===== config.mk =====
export PLATFORM = sky130hd
export DESIGN_NAME = mrt_table
export DESIGN_NICKNAME = d
export VERILOG_FILES = /design/src/rtl/core/mrt_pkg.sv /design/src/rtl/core/mrt_table.sv
export SDC_FILE = /design/constraint.sdc
export NUM_CORES = 2
export LEC_CHECK = 0
export BUFFER_PORTS_ARGS = -buffer_cell sky130_fd_sc_hd__buf_2
export CAP_MARGIN = 10
export CORE_UTILIZATION = 40
export CTS_CLUSTER_SIZE = 8
export DETAILED_ROUTE_END_ITERATION = 6
export PLACE_DENSITY = 0.65
export SLEW_MARGIN = 15
export SYNTH_ARGS = -nofsm -noshare
export SYNTH_HDL_FRONTEND = slang
export SYNTH_MEMORY_MAX_BITS = 65536
export SYNTH_SLANG_ARGS = --single-unit

===== constraint.sdc =====
create_clock -name clk -period 9.3 [get_ports clk]
set_input_delay 1.86 -clock clk [delete_from_list [all_inputs] [get_ports clk]]
set_output_delay 1.86 -clock clk [all_outputs]
set_load 0.03 [all_outputs]

===== src/rtl/core/mrt_pkg.sv =====
package mrt_pkg;

  localparam int MAX_REGIONS = 32;
  localparam int PAGE_BYTES  = 4096;
  localparam int PAGE_W      = $clog2(PAGE_BYTES);
  localparam int IDX_W       = $clog2(MAX_REGIONS);
  localparam int CNT_W       = $clog2(MAX_REGIONS + 1);

  // flag bit positions
  localparam int FLAG_READ_BIT  = 0;
  localparam int FLAG_WRITE_BIT = 1;
  localparam int FLAG_STACK_BIT = 3;

  // configuration register indexes
  localparam logic CFG_USER_BASE = 1'b0;
  localparam logic CFG_USER_TOP  = 1'b1;

  typedef enum logic [1:0] {
    KIND_MAP   = 2'd0,
    KIND_FIND  = 2'd1,
    KIND_CHECK = 2'd2,
    KIND_CLEAR = 2'd3
  } kind_t;

  typedef enum logic [1:0] {
    ST_OK      = 2'd0,
    ST_INVALID = 2'd1,
    ST_FULL    = 2'd2
  } status_t;

  typedef enum logic [2:0] {
    S_IDLE,
    S_PREP,
    S_SCAN,
    S_SHIFT,
    S_PUT,
    S_DONE
  } state_t;

  typedef struct packed {
    logic [63:0] start;
    logic [63:0] stop;
    logic [3:0]  perms;
  } entry_t;

  typedef struct packed {
    logic             en;
    logic [IDX_W-1:0] idx;
    entry_t           data;
  } tbl_wr_t;

  // compare results of one entry against the probe range
  typedef struct packed {
    logic contains;    // start <= lo < stop
    logic overlap;     // start < hi && lo < stop
    logic start_gt_lo; // start > lo
    logic stop_ge_hi;  // stop >= hi
    logic first_page;  // lo - start < page
  } cmp_res_t;

endpackage


===== src/rtl/core/mrt_table.sv =====
module mrt_table (
  input  logic                       clk,
  input  logic [mrt_pkg::IDX_W-1:0]  rd_idx,
  output mrt_pkg::entry_t            rd_data,
  input  mrt_pkg::tbl_wr_t           wr
);
  import mrt_pkg::*;

  entry_t mem_r [MAX_REGIONS];

  // single write port
  always_ff @(posedge clk) begin
    if (wr.en) begin
      mem_r[wr.idx] <= wr.data;
    end
  end

  // single read port
  assign rd_data = mem_r[rd_idx];

endmodule


==> results.md <==
- Status: completed
- Mapped Area: 0.1579 mm²
- Critical Path Start Type: primary input
- Synth top area cells: edfxtp_1 80%, mux4_2 13%, mux2i_1 1.7%, o22ai_1 1.6%, a22oi_1 0.97%
- Largest buffer count on any clock path: 4
- H-tree levels: 6
- Ys Warns: 0
- Design Area, Final: 0.1829 mm²
- Top flop regs: mem_r (4224)
- Flops & latches, synth: 4224
- Worst Tran Pin Value: 1.272 ns
- Net Count, Synth: 6797
- Synth unique cells: 28
- Core box area: 0.3928 mm²
- Vert. Die Dim: 630.3 µm
- Full die area: 0.3973 mm²
- Largest register by flop count: mem_r
- Hold depth: 1
- Logic pwr share: 4.7%
- Cts bufs inserted: 600
- Final setup fails: 0
- Slew margin rel.: 14.42%
- CTS clk-pin slew, worst paths: 0.05 ns
- Final min period: 7.418 ns
- Min-delay worst type: primary input to flip-flop
- Final Slew Violations: 0
- Switching part of the total: 21.51%
- Setup Fix Bufs, Post-CTS: 0
- Post-synth top area cell: edfxtp_1
- Crit path from: rd_idx[0]
- Int Pwr: 0.03348 W
- Most frequent cells after synthesis: 4224 x edfxtp_1, 920 x mux4_2, 392 x o22ai_1, 272 x mux2i_1, 204 x a22oi_1
- Global-route wire length before repair: 593.9 mm
- Hold Vio Cnt, Final: 0
- Largest net degree at the start of global routing: 117
- Post_cts resized: 0
- Most frequent cell after synthesis: edfxtp_1
- Root buf cell: clkbuf_16
- DP Area: 0.1663 mm²
- Area grow syn2layout: 15.85%
- I/O Pins: 276
- Avg WL per Cell: 33.54 µm
- Synth Instances: 6653
- Initial antenna violation count: 96
- Input/output buffers: 275
- Max-cap viol count: 0
- Initial DRC Count: 9465
- VDD IR max: 0.0001681 V
- EDFF count, synth: 4224
- RSZ-0062 raised after global routing: false
- Overflow after GRT: 0
- Max FFs per register: 4224
- Gpl congestion: 0.7377
- Row count: 230
- DRC: 0
- Share of cells above drive strength 1: 28.85%
- Cts hold-fix bufs: 0
- Post-DRT Antenna Nets: 0
- CTS tree: done
- Mapped Avg Cell Area: 23.74 µm²
- Max Fclk: 134.8 MHz
- Critical path type: primary input to output pin
- Setup TNS: 0 ns
- HPWL after DPL: 209.6 mm
- Critical Path RT: 7.44 ns
- Avg Vias per Cell: 6.042
- Pwr Density: 233.2 mW/mm²
- GRT Total Usage: 21.08%
- Async S/R FF share, synth: 0%
- Vias: 76670
- Fin crit share: 79.77%
- Vias in the first global route: 78690
- CTS Sinks: 4224
- Post-synthesis sequential area ratio: 80.33%
- Hold slack final: 1.295 ns
- Worst Setup End Kind: output pin
- Net Switching: 0.009177 W
- Initial Util: 40.20%
- Synth Flop Type: edfxtp_1
- HP Start: wr[116]
- Pleak: 57.24 nW
- Drt first pass iters: 7
- Clock group share of total power: 45.4%
- Post-synth top area share: 80.33%
- Total wire length: 425.6 mm
- Nets: 7515
- Die width: 630.3 µm
- Seq pwr share: 49.9%
- Crit path DAT: 5.56 ns
- Crit-path max FO: 81
[layer usage]
metal	share of wire (%)	GRT usage, %
met3	9.7	4.847
met1	37	27.36
met5	0.074	0
met4	3.1	6.774
met2	50	35.23
[path summary, 6_finish.rpt]
check | to | slack, ns
setup / recovery | rd_data[100] | 1.88
hold / removal | mem_r[5][116] | 1.30
[metrics by stage]
stage	instances	setup WS, ns	util (%)	total power [W]
2_1_floorplan	6653	0.6681	-	0.02278
3_3_place_gp	11990	1.621	42.34	0.02358
3_5_place_dp	11990	1.733	42.35	0.02364
4_1_cts	12660	1.740	46.55	0.04294
5_1_grt	12670	1.592	46.56	0.04376
6_report	12690	1.882	46.57	0.04266
[kinds of logic after synthesis]
family                 synth area share [%]
DFF                                   80.33
muxes                                 14.85
buffers and inverters                 1.362
AOI/OAI and AO/OA                     2.523
and+or+nand+nor                      0.9445
[worst max-delay path: stages]
cell and delay, ns:
buf_12 0.42, buf_4 0.62, buf_4 0.56, mux4_2 0.32, o22ai_1 0.10, nor4_1 0.99
buf_2 0.35
[final cells by class]
type | count | area, µm²
clock buffer | 605 | 15120
antenna | 32 | 80.08
tap | 5220 | 6531
clock inverter | 62 | 1383
fill | 31480 | 209900
sequential | 4224 | 126800
timing repair buffer | 492 | 3623
multi-input combinational | 2053 | 29360
[power groups by stage]
stage                     registers [W]  clock network [W]  logic [W]
after floorplan                  0.0216                  0    0.00114
after global placement           0.0216                  0    0.00196
after detailed placement         0.0216                  0    0.00200
after CTS                        0.0213             0.0196    0.00201
after global routing             0.0213             0.0204    0.00210
final                            0.0213             0.0194    0.00199
[cells in the final DEF (no fill, tap or decap), drive strengths merged]
master / instances
and3: 1
nand3b: 5
nand3: 71
nor3b: 1
and2: 1
or3b: 4
o22ai: 392
clkinv: 41
mux2i: 272
a22oi: 204
clkbuf: 605
nand2: 5
bufinv: 1
nor2b: 3
or2: 2
inv: 19
nand2b: 1
diode: 32
or3: 2
buf: 492
nor4: 98
clkinvlp: 1
edfxtp: 4224
mux4: 920
nand4: 34
nor2: 37
No activity file was read; power rests on OpenSTA's default activity.
