**src/rtl/core/mrt_pkg.sv**
```systemverilog
package mrt_pkg;

  localparam int MAX_REGIONS = 32;
  localparam int PAGE_BYTES  = 4096;
  localparam int PAGE_W      = $clog2(PAGE_BYTES);
  localparam int IDX_W       = $clog2(MAX_REGIONS);
  localparam int CNT_W       = $clog2(MAX_REGIONS + 1);

  // flag bit positions
  localparam int FLAG_READ_BIT  = 0;
  localparam int FLAG_WRITE_BIT = 1;
  localparam int FLAG_STACK_BIT = 3;

  // configuration register indexes
  localparam logic CFG_USER_BASE = 1'b0;
  localparam logic CFG_USER_TOP  = 1'b1;

  typedef enum logic [1:0] {
    KIND_MAP   = 2'd0,
    KIND_FIND  = 2'd1,
    KIND_CHECK = 2'd2,
    KIND_CLEAR = 2'd3
  } kind_t;

  typedef enum logic [1:0] {
    ST_OK      = 2'd0,
    ST_INVALID = 2'd1,
    ST_FULL    = 2'd2
  } status_t;

  typedef enum logic [2:0] {
    S_IDLE,
    S_PREP,
    S_SCAN,
    S_SHIFT,
    S_PUT,
    S_DONE
  } state_t;

  typedef struct packed {
    logic [63:0] start;
    logic [63:0] stop;
    logic [3:0]  perms;
  } entry_t;

  typedef struct packed {
    logic             en;
    logic [IDX_W-1:0] idx;
    entry_t           data;
  } tbl_wr_t;

  // compare results of one entry against the probe range
  typedef struct packed {
    logic contains;    // start <= lo < stop
    logic overlap;     // start < hi && lo < stop
    logic start_gt_lo; // start > lo
    logic stop_ge_hi;  // stop >= hi
    logic first_page;  // lo - start < page
  } cmp_res_t;

endpackage

```
**src/rtl/core/mrt_cmp.sv**
```systemverilog
module mrt_cmp (
  input  mrt_pkg::entry_t   entry,
  input  logic [63:0]       probe_lo,
  input  logic [63:0]       probe_hi,
  output mrt_pkg::cmp_res_t res
);
  import mrt_pkg::*;

  logic        lo_ge_start;
  logic        lo_lt_stop;
  logic [63:0] diff;

  // shared bound comparator used by every scan step
  always_comb begin
    lo_ge_start     = probe_lo >= entry.start;
    lo_lt_stop      = probe_lo < entry.stop;
    diff            = probe_lo - entry.start;
    res.contains    = lo_ge_start && lo_lt_stop;
    res.overlap     = (entry.start < probe_hi) && lo_lt_stop;
    res.start_gt_lo = !lo_ge_start;
    res.stop_ge_hi  = entry.stop >= probe_hi;
    res.first_page  = diff[63:PAGE_W] == '0;
  end

endmodule

```
**config.mk**
```make
export PLATFORM = sky130hd
export DESIGN_NAME = mrt_cmp
export DESIGN_NICKNAME = d
export VERILOG_FILES = /design/src/rtl/core/mrt_pkg.sv /design/src/rtl/core/mrt_cmp.sv
export SDC_FILE = /design/constraint.sdc
export NUM_CORES = 1
export LEC_CHECK = 0
export BUFFER_PORTS_ARGS = -buffer_cell sky130_fd_sc_hd__buf_2
export CAP_MARGIN = 20
export CORE_MARGIN = 2
export CORE_UTILIZATION = 60
export DETAILED_ROUTE_END_ITERATION = 16
export PLACE_DENSITY = 0.95
export SETUP_SLACK_MARGIN = 0.2
export SLEW_MARGIN = 25
export SYNTH_ARGS = -nofsm -noshare
export SYNTH_HDL_FRONTEND = slang
export SYNTH_SLANG_ARGS = --single-unit
```
**constraint.sdc**
```tcl
create_clock -name vclk -period 7.34
set_clock_uncertainty 0.15 [all_clocks]
set_input_delay 0.734 -clock vclk [all_inputs]
set_output_delay 0.734 -clock vclk [all_outputs]
set_load 0.1 [all_outputs]
```
==> metrics, run 1 <==
outcome finished clean; Placeable Area roughly 15000 um2; Starting Density about three fifths; DR vias roughly 11000; Cell variety after synth slightly below 70; worst-path maximum fanout 11; DP HPWL between 20000 and 30000 um; initial antenna violation count 1; register area 0 um2; crit path kind input port to output pin; Port Buf Inserts approximately 260; count of final setup violators 0; Post-CTS Setup Inserts 0; Max Cap Viol 0; Final TNS setup 0 ps; Critical Path Source Type input port; min cycle time layout ~5700 ps; Leak just under 0.006 uW; Final period util between 70% and 80%; Post-Route WL around 28000 um; clock buffers 0; Antenna Nets Post-Route 0; GPL Wtd Cong 0.978; count leader, synth ha_1; crit path capture type output pin; Fin. Hold Viols 0; DRT iter0 DRCs a little over 800; first-pass GRT wire length approximately 45000 um; Least-Margin Pin Slew just over 900 ps; Die W between 100 and 150 um; DRT Pass-1 Iters 6; # rows 44; Yosys top cell area share approximately a third; vias in the first global route 10200; # IOs 265; die area 16000 um2; Hold Path Class input port to output pin; busiest metal layer after global routing met2; critical path required time around 6500 ps; crit path DAT between 4000 and 5000 ps; Mapped Cells between 1000 and 1500; Slew headroom a little under two fifths; remaining global-route overflow 0; Max Freq between 0.15 and 0.2 GHz; GR Util All Layers between 30 and 40%; drt drc 0; via density per instance about 6.1; Final nets approximately 2100; met3 Track Usage GR under 10%; Die Span Y 127 um; top cells by area, synth ha_1, inv_1, a21oi_1; pwr dens about 73 nW/um2; Mapped Area ~9000 um2; share of cells above drive strength 1 approximately a fifth; fin util between 70% and 80%; sequential cell count 0; post-cts gate resize count 0; largest net degree at the start of global routing 12; synthesized area per cell 6.82 um2; largest area contributor in the netlist ha_1; CTS Hold Buffers Added 0; Seq/Total Area, Yosys 0%; DR WL/cell 16.1 um; max-slew violations 0; RSZ-0062 raised after global routing false; Synth top cells by count ha_1, inv_1, a21oi_1; area grow syn2layout 15.5%; VDD IR max 0.0427 mV; Synth warnings 0; grt met2 use 58.8%; GR Layer Usage met1 about 42%; syn_nets around 1800; ant diodes 0
## report_power, final
| group | switching [uW] | internal (uW) | leakage [uW] |
|---|---|---|---|
| registers | 0 | 0 | 0 |
| logic | 450 | 315 | 0.00592 |
| clock network | 0 | 0 | 0 |
| total | 450 | 315 | 0.00592 |
## final timing paths
kind,startpoint,endpoint,slack (ps),cells after the start
worst max-delay path,entry[102],res[0],1610,15
worst min-delay path,probe_lo[63],res[2],1890,4
## cell usage in the layout (no fill, tap or decap), types with 5 or more instances in the layout
cell type  instances
nor4_1            12
and4_1             5
and3_1             5
buf_2            261
o21ai_0           87
o21ai_1           12
xnor2_1           19
o21bai_1          10
nor2b_1           42
ha_1             254
inv_1            210
a41oi_1            6
nand4_1           68
xor2_1            15
o21a_1            11
nand3_1           23
nor3_1            26
nand2b_1          39
nor2_1            60
a31o_2             5
a21o_1            59
a21oi_1          133
or2_2              6
a31oi_1           11
nand2_1           87
a211oi_1          10
## critical path, cell delays in order
cell       delay (ps)
buf_2             100
inv_1              40
ha_1              520
nand2_1           150
nor4_1            600
and3_1            300
o41a_1            170
a211oi_2          100
a21o_1            260
xnor2_1           140
a2111oi_1         380
nand4_1           170
a2111o_1          410
a2111oi_2         280
buf_2             490
## cell type report
class              instances  area, um2
inverters                210        788
multi-input cells       1081       8100
fillers                 1296       4210
repair buffers           262       1310
well taps                184        230
## stage by stage
stage                     std cells  instance area, um2  worst slack [ps]  hold slack (ps)  power, uW
after floorplan                1325                9030               875             1790        513
after global placement         1737               10400              1730             1880        723
after detailed placement       1737               10400              1690             1890        745
after CTS                      1737               10400              1680             1890        749
after global routing           1737               10400              1390             1920        847
final                          1737               10400              1610             1890        765
## logic make-up after synthesis
family | share of synthesized area [%]
AOI/OAI and AO/OA | 27.9
xor gates and xnor gates | 3.30
adders and majority gates | 35.2
buffers and inverters | 10.3
muxes | 0.693
and+or+nand+nor | 22.6
## metal layers
metal / share of wire, % / vias to the layer above / wire length [um]
met5: 0.046 / - / 13
met4: 3.0 / 2 / 843
met3: 7.5 / 72 / 2100
li1: - / 5260 / -
met1: 43 / 4789 / 12000
met2: 47 / 494 / 13000
(Power assumes the default switching activity.)
==> inputs of run 2 (changes only) <==
Settings changed: CORE_UTILIZATION 60 to 50, PLACE_DENSITY 0.95 to 0.89.
Clock period 7.34 ns to 4.6 ns, I/O delays scaled along.
==> run 2 against run 1 <==
  * Worst hold slack got worse by 610 ps
  * Setup slack got worse by 1600 ps
  * Utilization decreased by 1.2 points
  * Wire length increased by 23%
  * Combinational power increased by 110%
  * Cell count increased by 12%
  * Via count increased by 11%
  * Sequential share of layout area unchanged
  * Clock-buffer cell count unchanged
  * Total power increased by 110%
  * Sequential cell count unchanged
  * Largest cell class unchanged
==> metrics, run 2 (same netlist as run 1, synthesis figures left out) <==
outcome finished clean; Die Span Y ~140 um; count of final setup violators 0; Final period util between 90 and 100%; Critical path origin entry[86]; GPL Wtd Cong 1.00; remaining global-route overflow 0; VDD IR max 0.0861 mV; clock buffers 0; largest net degree at the start of global routing 10; Fin. Hold Viols 0; area grow syn2layout 38.5%; Least-Margin Pin Slew approximately 800 ps; RSZ-0062 raised after global routing true; Hold WS 1280 ps; DR WL/cell between 15 and 20 um; Critical Path Source Type input port; most frequent cells in the layout buf_2, ha_1, inv_1; GR Util All Layers roughly a third; # IOs ~270; Final nets ~2200; sequential cell count 0; critical path required time ~4000 ps; Post-Route WL around 34000 um; DRT Pass-1 Iters 5; Slew headroom 46.2%; die area 19200 um2; hold path depth 4; min cycle time layout approximately 4600 ps; max-slew violations 0; # rows 49; crit path DAT about 4000 ps; drt drc 0; register area 0 um2; DR vias around 12000; crit path kind input port to output pin; first-pass GRT wire length about 53000 um; pwr dens about 130 nW/um2; Antenna Nets Post-Route 0; ant diodes 0; initial antenna violation count 0; crit path capture type output pin; worst-path maximum fanout 6; placed cell area ~12000 um2; most common cell after layout, fill and taps aside buf_2; Finished Cell Area 12500 um2; Filler cells between 1000 and 1500; DP HPWL between 20000 and 30000 um; Die W between 100 and 150 um; Placeable Area 17800 um2; CTS Hold Buffers Added 0; Hold Path Class input port to output pin; Starting Density between 50% and 60%; Max Freq ~0.22 GHz; vias in the first global route about 12000; DRT iter0 DRCs about 900; Final TNS setup 0 ps; Leak 0.00680 uW; Port Buf Inserts ~260; share of cells above drive strength 1 between 30 and 40%; CP Capture Point res[0]; Max Cap Viol 0; via density per instance slightly above 6
[run 2: changes by cell type in the layout (fill, tap and decap cells not counted), moves of 7 or more]
cell     previous run  this run
o21ai_0            87        76
ha_4                0        19
ha_2                0        10
inv_2               0         8
buf_2             261       251
nor3_1             26        19
ha_1              254       225
o21ai_2             0         9
inv_1             210       199
buf_4               1       157
a21oi_1           133       112
a21oi_2             2        21
[run 2: report_power, final]
group | internal, uW | switching, uW | leakage (uW)
sequential | 0 | 0 | 0
clock | 0 | 0 | 0
combinational | 712 | 858 | 0.00680
[run 2: routing by layer]
| metal | wire length [um] | up-vias | part of all wire (%) | GRT usage (%) |
|---|---|---|---|---|
| met4 | 2210 | 0 | 6.4 | 16.3 |
| li1 | - | 5568 | - | - |
| met5 | 0 | - | 0 | 0 |
| met2 | 16700 | 637 | 49 | 59.8 |
| met3 | 2290 | 201 | 6.7 | 3.43 |
| met1 | 13200 | 5341 | 38 | 37.3 |
[run 2: worst max-delay path, cell delays in order]
cell and delay, ps:
buf_2 110, inv_1 90, ha_4 230, nand4_1 150, nand2b_4 190, nor2b_4 50
o41a_1 440, a211oi_4 430, buf_4 190, nand2_2 40, xor2_1 130, nor3_1 180
and4b_1 260, nand4_1 130, a2111o_1 390, a2111oi_4 290, buf_12 220
[run 2: worst min path at each step]
stage,startpoint,endpoint
3_3_place_gp,probe_lo[63],res[2]
3_5_place_dp,probe_lo[63],res[2]
5_1_grt,probe_lo[63],res[2]
2_1_floorplan,probe_lo[63],res[2]
4_1_cts,probe_lo[63],res[2]
6_report,probe_lo[63],res[2]
[run 2: timing repair]
| item | in CTS | in global routing |
|---|---|---|
| resized for setup | 36 | 71 |
| endpoints found under the setup margin | 1 | 4 |
| hold endpoints to repair | 0 | 0 |
| pin swaps | 25 | 46 |
| buffers inserted | 8 | 12 |
[run 2: metrics by stage]
step                util (%)  std cells  setup slack (ps)  total power, uW
global placement        66.6       1918             -23.2             1370
finish                  70.1       1938              3.06             1570
floorplan                  -       1325             -20.0              875
global route            70.1       1938              -136             1710
detailed placement      66.6       1918             -71.1             1410
CTS                     68.1       1926              62.4             1470
[run 2: cell type report]
type                       instances  area [um2]  share of cell area [%]
multi-input combinational       1081        8830                    70.6
timing repair buffer             418        2590                    20.8
inverter                         210         798                    6.38
tap                              229         287                    2.29
==> inputs of run 3 (changes only) <==
Settings changed: CORE_UTILIZATION 50 to 56, PLACE_DENSITY 0.89 to 0.93.
Clock period 4.6 ns to 5.1 ns, I/O delays scaled along.
==> run 3 against run 2 <==
  * Total power shrank 25%
  * Combinational power shrank 25%
  * Via count shrank 9.0%
==> metrics, run 3 (same netlist as run 1, synthesis figures left out) <==
outcome finished clean; most common cell after layout, fill and taps aside buf_2; die area between 15000 and 20000 um2; critical path required time around 4400 ps; Max Cap Viol 0; DR WL/cell 16.0 um; Least-Margin Pin Slew slightly below 1000 ps; via density per instance between 6 and 7; count of final setup violators 0; Multi-input gate area 8470 um2; # IOs between 200 and 300; DR vias 10700; min cycle time layout 4760 ps; Port Buf Inserts about 260; crit path DAT 4100 ps; sequential cell count 0; DRT Pass-1 Iters 6; most frequent cells in the layout buf_2, ha_1, inv_1; Slew headroom 34.8%; Critical path origin entry[89]; Final nets 2081; Final TNS setup 0 ps; share of cells above drive strength 1 23.6%; Die Span Y 131 um; DRT iter0 DRCs 784; Leak ~0.006 uW; Final period util 93.3%; largest net degree at the start of global routing 12; CP Capture Point res[0]; crit path kind input port to output pin; vias in the first global route 10100; ant diodes 0; Hold WS between 1000 and 1500 ps; VDD IR max 0.0638 mV; area grow syn2layout 21.4%; RSZ-0062 raised after global routing false; Filler cells about 1300; Max Freq 0.210 GHz; Post-Route WL 28500 um; register area 0 um2; DP HPWL roughly 25000 um; drt drc 0; clock buffers 0; Critical Path Source Type input port; crit path capture type output pin; max-slew violations 0; remaining global-route overflow 0; Die W 131 um; GPL Wtd Cong a little under 1; fin util about 70%; GR Util All Layers a little under a third; Placeable Area between 15000 and 20000 um2; Starting Density approximately 57%; first-pass GRT wire length 43900 um; Hold Path Class input port to output pin; hold path depth 5; worst-path maximum fanout 7; pwr dens between 100 and 150 nW/um2; initial antenna violation count 0; Fin. Hold Viols 0; Antenna Nets Post-Route 0; # rows 46
run 3: cell count changes in the layout (fill, tap and decap cells not counted), sizes merged:
cell,previous run,this run
buf,418,274
run 3: how the worst min path moves through the flow:
stage	from	to	slack, ps
2_1_floorplan	probe_lo[63]	res[2]	1170
3_3_place_gp	entry[131]	res[3]	1460
3_5_place_dp	entry[131]	res[3]	1460
4_1_cts	entry[131]	res[3]	1460
5_1_grt	entry[131]	res[3]	1500
6_report	entry[131]	res[3]	1460
run 3: where the power goes:
group | internal [uW] | switching, uW | total [uW]
combinational | 494 | 684 | 1180
sequential | 0 | 0 | 0
clock | 0 | 0 | 0
total | 494 | 684 | 1180
run 3: through the flow:
step	std cells	instance area, um2	total power (uW)	setup slack, ps
2_1_floorplan	1325	9070	745	201
3_3_place_gp	1781	10600	1060	268
3_5_place_dp	1781	10600	1090	234
4_1_cts	1781	10600	1100	207
5_1_grt	1781	11000	1300	185
6_report	1781	11000	1180	342
run 3: final cells by class:
| cell class | count | area share (%) |
|---|---|---|
| multi-input combinational | 1081 | 77.3 |
| timing repair buffer | 274 | 13.1 |
| inverter | 210 | 7.19 |
| tap | 216 | 2.46 |
run 3: layer usage:
layer	share of wire (%)	GRT usage, %	up-vias
li1	-	-	5287
met1	41	37.5	4860
met2	48	56.0	472
met3	7.9	3.46	76
met4	3.3	10.1	0
met5	0	0	-
run 3: what timing repair did:
action | 4_1_cts | 5_1_grt
endpoints found under the hold margin | 0 | 0
hold buffers | 0 | 0
buffers inserted | 0 | 0
setup endpoints to repair | 0 | 2
resized for setup | 0 | 81
run 3: critical path: stages:
cell       delay, ps
buf_2             90
inv_1             40
ha_1             390
a21oi_1          240
o21ai_0          190
a211oi_1         310
o21ai_2          160
o31ai_4          350
o21a_1           220
o31a_1           160
xor2_1           180
o2111a_1         210
nand4_1          130
a2111o_1         350
a2111oi_4        330
buf_12           220
